<file path="src/design/fmcp_pkg.sv">
// ----------------------------------------------------------------------------
// fmcp_pkg
// Shared types and constants of the framed ASCII motion command parser.
// ----------------------------------------------------------------------------
package fmcp_pkg;

   // configuration register indexes
   localparam logic [2:0] REG_STATION_ADDR = 3'd0;
   localparam logic [2:0] REG_OPEN_CHAR    = 3'd1;
   localparam logic [2:0] REG_CLOSE_CHAR   = 3'd2;
   localparam logic [2:0] REG_POS_LIMIT    = 3'd3;
   localparam logic [2:0] REG_SPEED_MIN    = 3'd4;
   localparam logic [2:0] REG_STEP_SCALE   = 3'd5;

   localparam int CSR_DATA_W = 20;

   // register reset values
   localparam logic [7:0]  RST_STATION_ADDR = 8'd120;   // 'x'
   localparam logic [7:0]  RST_OPEN_CHAR    = 8'd60;    // '<'
   localparam logic [7:0]  RST_CLOSE_CHAR   = 8'd62;    // '>'
   localparam logic [19:0] RST_POS_LIMIT    = 20'd350000;
   localparam logic [9:0]  RST_SPEED_MIN    = 10'd14;
   localparam logic [10:0] RST_STEP_SCALE   = 11'd512;

   // characters
   localparam logic [7:0] CHAR_ZERO = 8'd48;
   localparam logic [7:0] CHAR_NINE = 8'd57;
   localparam logic [7:0] CMD_MOVE  = 8'd112;   // 'p'
   localparam logic [7:0] CMD_SWEEP = 8'd119;   // 'w'
   localparam logic [7:0] CMD_SPEED = 8'd115;   // 's'
   localparam logic [7:0] CMD_LASER = 8'd108;   // 'l'

   // frame lengths per command (address and letter included)
   localparam int LEN_MOVE  = 8;
   localparam int LEN_SWEEP = 14;
   localparam int LEN_SPEED = 5;
   localparam int LEN_LASER = 3;

   // digit field positions inside the frame
   localparam logic [3:0] POS_DIGIT0     = 4'd2;
   localparam logic [3:0] POS_MOVE_LAST  = 4'd7;
   localparam logic [3:0] POS_SWEEP_2ND  = 4'd8;
   localparam logic [3:0] POS_SWEEP_LAST = 4'd13;
   localparam logic [3:0] POS_SPEED_LAST = 4'd4;
   localparam logic [3:0] POS_LASER_LAST = 4'd2;

   // result kinds
   localparam logic [1:0] KIND_MOVE  = 2'd0;
   localparam logic [1:0] KIND_SWEEP = 2'd1;
   localparam logic [1:0] KIND_SPEED = 2'd2;
   localparam logic [1:0] KIND_LASER = 2'd3;

   // shared multiply-add unit
   localparam int MUL_W  = 30;
   localparam int PROD_W = 2 * MUL_W;
   // floor(y / 25) = (y * RECIP_25) >> 34, exact for y < 2**30
   localparam logic [MUL_W-1:0] RECIP_25  = 30'd687194768;
   localparam int               DIV_SHIFT = 34;
   localparam logic [23:0]      STEP_MAX  = 24'hFFFFFF;

   typedef struct packed {
      logic [7:0]  station_addr;
      logic [19:0] pos_limit;
      logic [9:0]  speed_min;
      logic [10:0] step_scale;
   } cfg_type;

   typedef struct packed {
      logic [1:0]  command_kind;
      logic [23:0] first_steps;
      logic [23:0] second_steps;
      logic [9:0]  speed_value;
      logic        laser_on;
   } result_type;

endpackage

</file>
<file path="src/design/fmcp_mac_unit.sv">
// ----------------------------------------------------------------------------
// fmcp_mac_unit
// Shared multiply-add unit with registered result: res = a * b + c.
// ----------------------------------------------------------------------------
module fmcp_mac_unit (
   input  logic                           clock,
   input  logic                           enable,
   input  logic [fmcp_pkg::MUL_W-1:0]     op_a,
   input  logic [fmcp_pkg::MUL_W-1:0]     op_b,
   input  logic [3:0]                     op_c,
   output logic [fmcp_pkg::PROD_W-1:0]    result
);

   logic [fmcp_pkg::PROD_W-1:0] res_ff;
   logic [fmcp_pkg::PROD_W-1:0] res_in;

   assign res_in = fmcp_pkg::PROD_W'(op_a) * fmcp_pkg::PROD_W'(op_b)
                 + fmcp_pkg::PROD_W'(op_c);

   always_ff @(posedge clock) begin
      if (enable) begin
         res_ff <= res_in;
      end
   end

   assign result = res_ff;

endmodule

</file>
<file path="src/design/fmcp_frame_buf.sv">
// ----------------------------------------------------------------------------
// fmcp_frame_buf
// Frame delimiting and byte store, with one random read port.
// ----------------------------------------------------------------------------
module fmcp_frame_buf #(
   parameter int FRAME_BYTES = 14
) (
   input  logic                                    clock,
   input  logic                                    reset,
   input  logic                                    rx_take,
   input  logic [7:0]                              rx_byte,
   input  logic [7:0]                              open_char,
   input  logic [7:0]                              close_char,
   input  logic [$clog2(FRAME_BYTES)-1:0]          rd_addr,
   output logic [7:0]                              rd_data,
   output logic [7:0]                              head_byte0,
   output logic [7:0]                              head_byte1,
   output logic [$clog2(FRAME_BYTES+1)-1:0]        frame_count,
   output logic                                    frame_overflow,
   output logic                                    frame_done
);

   localparam int IDX_W = $clog2(FRAME_BYTES);
   localparam int CNT_W = $clog2(FRAME_BYTES + 1);

   logic             in_frame_ff, in_frame_in;
   logic [CNT_W-1:0] count_ff, count_in;
   logic             ovf_ff, ovf_in;
   logic [7:0]       store_ff [FRAME_BYTES];
   logic             is_open, is_close, room, wr_en;

   assign is_open  = (rx_byte == open_char);
   assign is_close = (rx_byte == close_char) && !is_open;
   assign room     = (32'(count_ff) < FRAME_BYTES);
   assign wr_en    = rx_take && !is_open && !is_close && in_frame_ff && room;

   always_comb begin
      in_frame_in = in_frame_ff;
      count_in    = count_ff;
      ovf_in      = ovf_ff;
      if (rx_take) begin
         if (is_open) begin
            in_frame_in = 1'b1;
            count_in    = '0;
            ovf_in      = 1'b0;
         end else if (is_close) begin
            in_frame_in = 1'b0;
         end else if (in_frame_ff) begin
            if (room) begin
               count_in = count_ff + CNT_W'(1);
            end else begin
               ovf_in = 1'b1;
            end
         end
      end
   end

   always_ff @(posedge clock) begin
      if (reset) begin
         in_frame_ff <= 1'b0;
         count_ff    <= '0;
         ovf_ff      <= 1'b0;
      end else begin
         in_frame_ff <= in_frame_in;
         count_ff    <= count_in;
         ovf_ff      <= ovf_in;
      end
   end

   always_ff @(posedge clock) begin
      if (wr_en) begin
         store_ff[count_ff[IDX_W-1:0]] <= rx_byte;
      end
   end

   assign rd_data        = store_ff[rd_addr];
   assign head_byte0     = store_ff[0];
   assign head_byte1     = store_ff[1];
   assign frame_count    = count_ff;
   assign frame_overflow = ovf_ff;
   assign frame_done     = rx_take && is_close && in_frame_ff;

endmodule

</file>
<file path="src/design/fmcp_decode_seq.sv">
// ----------------------------------------------------------------------------
// fmcp_decode_seq
// Sequencer that checks a closed frame, accumulates digits and scales
// positions to steps through the shared multiply-add unit.
// ----------------------------------------------------------------------------
module fmcp_decode_seq #(
   parameter int FRAME_BYTES = 14
) (
   input  logic                                 clock,
   input  logic                                 reset,
   input  logic                                 start,
   input  fmcp_pkg::cfg_type                    cfg,
   input  logic [7:0]                           head_byte0,
   input  logic [7:0]                           head_byte1,
   input  logic [$clog2(FRAME_BYTES+1)-1:0]     frame_count,
   input  logic                                 frame_overflow,
   input  logic [7:0]                           rd_data,
   output logic [$clog2(FRAME_BYTES)-1:0]       rd_addr,
   input  logic                                 out_free,
   output logic                                 busy,
   output logic                                 res_load,
   output fmcp_pkg::result_type                 res_data
);

   localparam int IDX_W = $clog2(FRAME_BYTES);
   localparam int POS_W = (IDX_W > 4) ? IDX_W : 4;

   localparam logic [2:0] S_IDLE  = 3'd0;
   localparam logic [2:0] S_CHECK = 3'd1;
   localparam logic [2:0] S_DIGIT = 3'd2;
   localparam logic [2:0] S_FIELD = 3'd3;
   localparam logic [2:0] S_MUL   = 3'd4;
   localparam logic [2:0] S_DIV   = 3'd5;
   localparam logic [2:0] S_SAT   = 3'd6;
   localparam logic [2:0] S_EMIT  = 3'd7;

   logic [2:0]           state_ff, state_in;
   logic [POS_W-1:0]     pos_ff, pos_in;
   logic [POS_W-1:0]     last_ff, last_in;
   logic                 second_ff, second_in;
   fmcp_pkg::result_type res_ff, res_in;

   logic                            mac_en;
   logic [fmcp_pkg::MUL_W-1:0]      mac_a, mac_b;
   logic [3:0]                      mac_c;
   logic [fmcp_pkg::PROD_W-1:0]     mac_res;
   logic [19:0]                     acc;
   logic [25:0]                     quot;
   logic [23:0]                     steps;
   logic                            is_digit;
   logic [31:0]                     cnt32;

   fmcp_mac_unit u_mac (
      .clock  (clock),
      .enable (mac_en),
      .op_a   (mac_a),
      .op_b   (mac_b),
      .op_c   (mac_c),
      .result (mac_res)
   );

   assign acc      = mac_res[19:0];
   assign quot     = mac_res[fmcp_pkg::DIV_SHIFT +: 26];
   assign steps    = (quot[25:24] != 2'b00) ? fmcp_pkg::STEP_MAX : quot[23:0];
   assign is_digit = (rd_data >= fmcp_pkg::CHAR_ZERO) && (rd_data <= fmcp_pkg::CHAR_NINE);
   assign cnt32    = 32'(frame_count);
   assign rd_addr  = pos_ff[IDX_W-1:0];

   always_comb begin
      state_in  = state_ff;
      pos_in    = pos_ff;
      last_in   = last_ff;
      second_in = second_ff;
      res_in    = res_ff;
      mac_en    = 1'b0;
      mac_a     = '0;
      mac_b     = '0;
      mac_c     = '0;
      res_load  = 1'b0;
      case (state_ff)
         S_IDLE: begin
            if (start) begin
               state_in = S_CHECK;
            end
         end
         S_CHECK: begin
            // clear the accumulator for the first digit field
            mac_en    = 1'b1;
            pos_in    = POS_W'(fmcp_pkg::POS_DIGIT0);
            second_in = 1'b0;
            res_in    = '0;
            state_in  = S_DIGIT;
            if (frame_overflow || cnt32 < 32'd2 || head_byte0 != cfg.station_addr) begin
               state_in = S_IDLE;
            end else if (head_byte1 == fmcp_pkg::CMD_MOVE && cnt32 == fmcp_pkg::LEN_MOVE) begin
               res_in.command_kind = fmcp_pkg::KIND_MOVE;
               last_in = POS_W'(fmcp_pkg::POS_MOVE_LAST);
            end else if (head_byte1 == fmcp_pkg::CMD_SWEEP
                         && cnt32 == fmcp_pkg::LEN_SWEEP) begin
               res_in.command_kind = fmcp_pkg::KIND_SWEEP;
               last_in = POS_W'(fmcp_pkg::POS_MOVE_LAST);
            end else if (head_byte1 == fmcp_pkg::CMD_SPEED
                         && cnt32 == fmcp_pkg::LEN_SPEED) begin
               res_in.command_kind = fmcp_pkg::KIND_SPEED;
               last_in = POS_W'(fmcp_pkg::POS_SPEED_LAST);
            end else if (head_byte1 == fmcp_pkg::CMD_LASER
                         && cnt32 == fmcp_pkg::LEN_LASER) begin
               res_in.command_kind = fmcp_pkg::KIND_LASER;
               last_in = POS_W'(fmcp_pkg::POS_LASER_LAST);
            end else begin
               state_in = S_IDLE;
            end
         end
         S_DIGIT: begin
            // acc = acc * 10 + digit
            mac_en = 1'b1;
            mac_a  = fmcp_pkg::MUL_W'(acc);
            mac_b  = fmcp_pkg::MUL_W'(10);
            mac_c  = 4'(rd_data - fmcp_pkg::CHAR_ZERO);
            if (!is_digit) begin
               mac_en   = 1'b0;
               state_in = S_IDLE;
            end else if (pos_ff == last_ff) begin
               state_in = S_FIELD;
            end else begin
               pos_in = pos_ff + POS_W'(1);
            end
         end
         S_FIELD: begin
            case (res_ff.command_kind)
               fmcp_pkg::KIND_SPEED: begin
                  res_in.speed_value = acc[9:0];
                  state_in = (acc < 20'(cfg.speed_min)) ? S_IDLE : S_EMIT;
               end
               fmcp_pkg::KIND_LASER: begin
                  res_in.laser_on = acc[0];
                  state_in = (acc > 20'd1) ? S_IDLE : S_EMIT;
               end
               default: begin
                  state_in = (acc > cfg.pos_limit) ? S_IDLE : S_MUL;
               end
            endcase
         end
         S_MUL: begin
            mac_en   = 1'b1;
            mac_a    = fmcp_pkg::MUL_W'(acc);
            mac_b    = fmcp_pkg::MUL_W'(cfg.step_scale);
            state_in = S_DIV;
         end
         S_DIV: begin
            // /100 as /4 then reciprocal of 25
            mac_en   = 1'b1;
            mac_a    = fmcp_pkg::MUL_W'(mac_res[30:2]);
            mac_b    = fmcp_pkg::RECIP_25;
            state_in = S_SAT;
         end
         S_SAT: begin
            if (second_ff) begin
               res_in.second_steps = steps;
               state_in = S_EMIT;
            end else begin
               res_in.first_steps = steps;
               if (res_ff.command_kind == fmcp_pkg::KIND_SWEEP) begin
                  // clear accumulator, go parse the stop position
                  mac_en    = 1'b1;
                  second_in = 1'b1;
                  pos_in    = POS_W'(fmcp_pkg::POS_SWEEP_2ND);
                  last_in   = POS_W'(fmcp_pkg::POS_SWEEP_LAST);
                  state_in  = S_DIGIT;
               end else begin
                  state_in = S_EMIT;
               end
            end
         end
         S_EMIT: begin
            if (out_free) begin
               res_load = 1'b1;
               state_in = S_IDLE;
            end
         end
         default: begin
            state_in = S_IDLE;
         end
      endcase
   end

   always_ff @(posedge clock) begin
      if (reset) begin
         state_ff <= S_IDLE;
      end else begin
         state_ff <= state_in;
      end
   end

   always_ff @(posedge clock) begin
      pos_ff    <= pos_in;
      last_ff   <= last_in;
      second_ff <= second_in;
      res_ff    <= res_in;
   end

   assign busy     = (state_ff != S_IDLE);
   assign res_data = res_ff;

endmodule

</file>
<file path="src/design/framed_ascii_motion_command_parser.sv">
// ----------------------------------------------------------------------------
// framed_ascii_motion_command_parser
// Parses framed ASCII motion commands from a byte stream into decoded results.
// ----------------------------------------------------------------------------
// Bytes arrive one per transfer on the req_ channel. The open character
// starts a frame (and restarts one already open), the close character ends
// it; bytes between them are stored, up to FRAME_BYTES of them, and any byte
// beyond that marks the frame bad. Bytes outside a frame are dropped. After
// an ordinary byte the block is ready again right away. A closing byte
// starts the decoder, and req_stall stays high until it is done: a check
// step, the digits in turn, a range check per number, a multiply, divide and
// saturate step per position to scale it to steps, and a last step that hands
// the result to the output register and waits for it to empty. The decoder
// works step by step because the single shared multiply-add unit does digit
// accumulation, scaling and the divide by 100 in turn.
// A valid frame gives one transfer on the rsp_ channel; a bad frame gives
// none. Steps are floor(position * steps_per_um_x100 / 100), saturated at
// 24 bits. Configuration must be written by the user through csr_ only while
// the block is idle; the block itself has no check for this.
// ----------------------------------------------------------------------------
module framed_ascii_motion_command_parser #(
   parameter int FRAME_BYTES = 14
) (
   input  logic                              clock,
   input  logic                              reset,
   // byte input
   input  logic                              req_valid,
   output logic                              req_stall,
   input  logic [7:0]                        req_rx_byte,
   // decoded results
   output logic                              rsp_valid,
   input  logic                              rsp_stall,
   output logic [1:0]                        rsp_command_kind,
   output logic [23:0]                       rsp_first_steps,
   output logic [23:0]                       rsp_second_steps,
   output logic [9:0]                        rsp_speed_value,
   output logic                              rsp_laser_on,
   // configuration writes
   input  logic                              csr_wr_en,
   input  logic [2:0]                        csr_index,
   input  logic [fmcp_pkg::CSR_DATA_W-1:0]   csr_wdata
);

   localparam int IDX_W = $clog2(FRAME_BYTES);
   localparam int CNT_W = $clog2(FRAME_BYTES + 1);

   // configuration registers
   logic [7:0]  open_char_ff;
   logic [7:0]  close_char_ff;
   fmcp_pkg::cfg_type cfg_ff;

   always_ff @(posedge clock) begin
      if (reset) begin
         cfg_ff.station_addr <= fmcp_pkg::RST_STATION_ADDR;
         open_char_ff        <= fmcp_pkg::RST_OPEN_CHAR;
         close_char_ff       <= fmcp_pkg::RST_CLOSE_CHAR;
         cfg_ff.pos_limit    <= fmcp_pkg::RST_POS_LIMIT;
         cfg_ff.speed_min    <= fmcp_pkg::RST_SPEED_MIN;
         cfg_ff.step_scale   <= fmcp_pkg::RST_STEP_SCALE;
      end else if (csr_wr_en) begin
         case (csr_index)
            fmcp_pkg::REG_STATION_ADDR: cfg_ff.station_addr <= csr_wdata[7:0];
            fmcp_pkg::REG_OPEN_CHAR:    open_char_ff        <= csr_wdata[7:0];
            fmcp_pkg::REG_CLOSE_CHAR:   close_char_ff       <= csr_wdata[7:0];
            fmcp_pkg::REG_POS_LIMIT:    cfg_ff.pos_limit    <= csr_wdata[19:0];
            fmcp_pkg::REG_SPEED_MIN:    cfg_ff.speed_min    <= csr_wdata[9:0];
            fmcp_pkg::REG_STEP_SCALE:   cfg_ff.step_scale   <= csr_wdata[10:0];
            default: ;  // unmapped index, write dropped
         endcase
      end
   end

   // input side: stalled only while the decoder runs
   logic busy;
   logic rx_take;

   assign req_stall = busy;
   assign rx_take   = req_valid && !busy;

   logic [IDX_W-1:0] rd_addr;
   logic [7:0]       rd_data, head_byte0, head_byte1;
   logic [CNT_W-1:0] frame_count;
   logic             frame_overflow, frame_done;

   fmcp_frame_buf #(
      .FRAME_BYTES (FRAME_BYTES)
   ) u_frame_buf (
      .clock          (clock),
      .reset          (reset),
      .rx_take        (rx_take),
      .rx_byte        (req_rx_byte),
      .open_char      (open_char_ff),
      .close_char     (close_char_ff),
      .rd_addr        (rd_addr),
      .rd_data        (rd_data),
      .head_byte0     (head_byte0),
      .head_byte1     (head_byte1),
      .frame_count    (frame_count),
      .frame_overflow (frame_overflow),
      .frame_done     (frame_done)
   );

   // output register; free when empty or being taken this cycle
   logic                 rsp_valid_ff, rsp_valid_in;
   fmcp_pkg::result_type rsp_ff;
   fmcp_pkg::result_type res_data;
   logic                 out_free, res_load;

   assign out_free = !rsp_valid_ff || !rsp_stall;

   fmcp_decode_seq #(
      .FRAME_BYTES (FRAME_BYTES)
   ) u_decode_seq (
      .clock          (clock),
      .reset          (reset),
      .start          (frame_done),
      .cfg            (cfg_ff),
      .head_byte0     (head_byte0),
      .head_byte1     (head_byte1),
      .frame_count    (frame_count),
      .frame_overflow (frame_overflow),
      .rd_data        (rd_data),
      .rd_addr        (rd_addr),
      .out_free       (out_free),
      .busy           (busy),
      .res_load       (res_load),
      .res_data       (res_data)
   );

   always_comb begin
      rsp_valid_in = rsp_valid_ff;
      if (res_load) begin
         rsp_valid_in = 1'b1;
      end else if (rsp_valid_ff && !rsp_stall) begin
         rsp_valid_in = 1'b0;   // transfer done
      end
   end

   always_ff @(posedge clock) begin
      if (reset) begin
         rsp_valid_ff <= 1'b0;
      end else begin
         rsp_valid_ff <= rsp_valid_in;
      end
   end

   always_ff @(posedge clock) begin
      if (res_load) begin
         rsp_ff <= res_data;
      end
   end

   assign rsp_valid        = rsp_valid_ff;
   assign rsp_command_kind = rsp_ff.command_kind;
   assign rsp_first_steps  = rsp_ff.first_steps;
   assign rsp_second_steps = rsp_ff.second_steps;
   assign rsp_speed_value  = rsp_ff.speed_value;
   assign rsp_laser_on     = rsp_ff.laser_on;

endmodule
</file>
<file path="config.mk">
export PLATFORM = sky130hd
export DESIGN_NAME = framed_ascii_motion_command_parser
export DESIGN_NICKNAME = d
export VERILOG_FILES = /design/src/design/fmcp_pkg.sv /design/src/design/fmcp_mac_unit.sv /design/src/design/fmcp_frame_buf.sv /design/src/design/fmcp_decode_seq.sv /design/src/design/framed_ascii_motion_command_parser.sv
export SDC_FILE = /design/constraint.sdc
export NUM_CORES = 2
export LEC_CHECK = 0
export BUFFER_PORTS_ARGS = -buffer_cell sky130_fd_sc_hd__buf_2
export CAP_MARGIN = 20
export CORE_AREA = 2 2 289 291
export DETAILED_ROUTE_END_ITERATION = 8
export DIE_AREA = 0 0 291 293
export GPL_TIMING_DRIVEN = 0
export PLACE_DENSITY = 0.65
export REMOVE_ABC_BUFFERS = 1
export SETUP_SLACK_MARGIN = 0.15
export SLEW_MARGIN = 10
export SYNTH_ARGS = -nofsm -noshare
export SYNTH_HDL_FRONTEND = slang
export SYNTH_SLANG_ARGS = --single-unit
</file>
<file path="constraint.sdc">
create_clock -name clock -period 9.5 [get_ports clock]
set_input_delay 1.425 -clock clock [delete_from_list [all_inputs] [get_ports clock]]
set_output_delay 1.425 -clock clock [all_outputs]
set_load 0.03 [all_outputs]
</file>
==> flow_summary.ini <==
[timing]
min_period_over_period_pct = 97.0
worst_slew_pin_slew_ns = 0.910
drv_slew = 0
fmax_ghz = 0.109
setup_viol = 0
rsz0062_at_grt = false
fin_tns_setup_ns = 0
timing.hold.ws_ns = 0.416
relSlewSlack_pct = 38.9
finalCriticalPeriod_ns = 9.22
final_hold_viol_count = 0
setup_slack_ns = 0.284
final.setup_skew_ns = 0.0395

[setup_path]
worst-path-buf-inv = 8
crit_path_top_delay_cell = or4_4
cp_top_family = adder cells
crit_top_cell = fa_1
max_stage_delay_ns = 0.60
endpoint_kind = flop
worstSetupStartpointType = flop
critPathKind = reg -> reg
cp.arrival_ns = 9.56
cp_max_fo = 6
cp.required_ns = 9.84

[placed_design]
dp_slack_ns = -2.33
dpl_cell_area_mm2 = 0.0388
io_buffers = 98
post-place-cells = 4713
place_hpwl_um = 78000
place_congestion = 0.951

[clock_tree]
clock_path_buffers = 3
clk_latency_ns = 0.58
cts-root-buf = clkbuf_16
htreeDepth = 2
cts_tree = yes
hold_buffers = 0
cts_buffers = 36
cts_sinks = 379
path_clk_slew_ns = 0.07

[pwr]
power_density_mw_per_mm2 = 129
p_comb_share_pct = 40.1
p_sw_mw = 2.01
peakVddDrop_mv = 0.152
p_total_mw = 5.57
intPower_mw = 3.55
p_seq_share_pct = 32.6
p_leak_nw = 19.9
switching_share_pct = 36.2
clockPowerShare_pct = 27.3

[layout]
finalNetCount = 4758
drive_above_1_share_pct = 18.1
num-fill-cells = 7190
final_area_mm2 = 0.0433
post-route-util_pct = 52.9
fin_cells = 4949
antenna_cells = 0
syn_to_final_growth_pct = 18.1
multi_input_area_mm2 = 0.0251
regArea_mm2 = 0.0106

[floorplanning]
die_x_um = 291
coreArea_mm2 = 0.0818
start_util_pct = 44.8
die_h_um = 293
rows = 105
die_area_mm2 = 0.0853
boundaryPins = 99

[grt]
first_global_vias = 26800
grtUsageTotal_pct = 23.7
grt_overflow = 0
grt_antenna_before_repair = 0
grt_max_degree = 46
grt_pass1_wl_um = 156000

[routing]
initialDrtViolationCount = 2077
vias_per_cell = 5.34
first_pass_iters = 5
antenna_left = 0
drc = 0
route.vias.total = 26400
drt_wl_total_um = 100000
wl_per_cell_um = 20.3

[synthesis]
yosys_register_bits = 379
async_flop_share_pct = 0
avgSynthCellArea_um2 = 10.3
yosysSeqAreaShare_pct = 28.9
synth_edf_count = 300
synth_commonest_cells = 663 x inv_1, 475 x fa_1, 395 x ha_1
yosysUniqueCellTypes = 84
yosys_warnings = 0
yosysMostFrequentCell = inv_1
synthTopCellsByArea = fa_1 26%, edfxtp_1 25%, ha_1 13%, inv_1 6.8%, dfxtp_1 4.3%
ys.flop_type = edfxtp_1
yosys.area.top_type_share_pct = 26.0
netlist_area_mm2 = 0.0366
synth_top_cell_by_area = fa_1
postSynthCellCount = 3548

[hold_path]
min_path_type = reg -> reg

[run]
max-cap-violations = 0

[run_status]
status = finished clean
==> state kept, by name, summed over array words and instances, names as in the netlist, 4 cells and up, named ones only <==
| register | flops |
|---|---|
| u_frame_buf.store_ff | 112 |
| u_decode_seq.res_data | 61 |
| u_decode_seq.u_mac.result | 57 |
| cfg_ff | 49 |
| rsp_first_steps | 24 |
| rsp_second_steps | 24 |
| rsp_speed_value | 10 |
| close_char_ff | 8 |
| open_char_ff | 8 |
| u_decode_seq.last_ff | 4 |
| u_decode_seq.rd_addr | 4 |
| u_frame_buf.frame_count | 4 |
==> cells in the final DEF, fill, tap and decap left out, types with 66 or more instances in the layout <==
| cell | instances |
|---|---|
| a21oi_1 | 117 |
| buf_2 | 101 |
| buf_4 | 138 |
| conb_1 | 72 |
| dfxtp_1 | 75 |
| edfxtp_1 | 300 |
| fa_1 | 453 |
| ha_1 | 363 |
| inv_1 | 641 |
| nand2_1 | 292 |
| nor2_1 | 299 |
| xnor2_1 | 66 |
==> kinds of logic after synthesis <==
family	share of synthesized area (%)
flip-flops	28.9
AO/OA/AOI/OAI	6.27
AND/OR/NAND/NOR	12.8
multiplexers	1.36
adder cells (fa/ha/maj)	39.5
buffers and inverters	7.86
other	0.0205
XOR/XNOR	3.36
==> layout make-up <==
type	instances	share of cell area (%)
Multi-Input combinational cell	2476	58.1
Sequential cell	379	24.5
Inverter	664	5.82
Timing Repair Buffer	295	5.64
Tap cell	1070	3.09
Clock buffer	44	2.17
Clock inverter	21	0.683
==> worst paths after layout <==
path	slack [ns]	endpoint	cells past startpoint	from
worst max-delay path	0.28	u_decode_seq.u_mac.result[55]	33	u_decode_seq.state_ff[0]
worst min-delay path	0.42	rsp_first_steps[8]	0	u_decode_seq.res_data[43]
worst max register to register	0.28	u_decode_seq.u_mac.result[55]	33	u_decode_seq.state_ff[0]
worst min register to register	0.42	rsp_first_steps[8]	0	u_decode_seq.res_data[43]
==> metal layers <==
layer	GRT usage (%)	up-vias	share of wire, %
li1	-	12100	-
met1	34.4	13300	44
met2	37.6	930	45
met3	2.45	154	6.9
met4	6.95	0	3.4
met5	0	-	0
==> what timing repair did <==
item                       in CTS  in global routing
buffers inserted               69                 94
pin swaps                      34                143
cloned                          2                  5
setup endpoints to repair      45                 25
resized for setup             195                230
==> power groups by stage <==
stage / registers, mW / logic, mW / clock network (mW)
3_3_place_gp: 1.85 / 1.87 / 0
2_1_floorplan: 1.85 / 1.29 / 0
4_1_cts: 1.82 / 2.03 / 1.54
5_1_grt: 1.82 / 2.44 / 1.60
6_report: 1.82 / 2.23 / 1.52
3_5_place_dp: 1.85 / 1.87 / 0
Power figures use the tool's default switching activity.
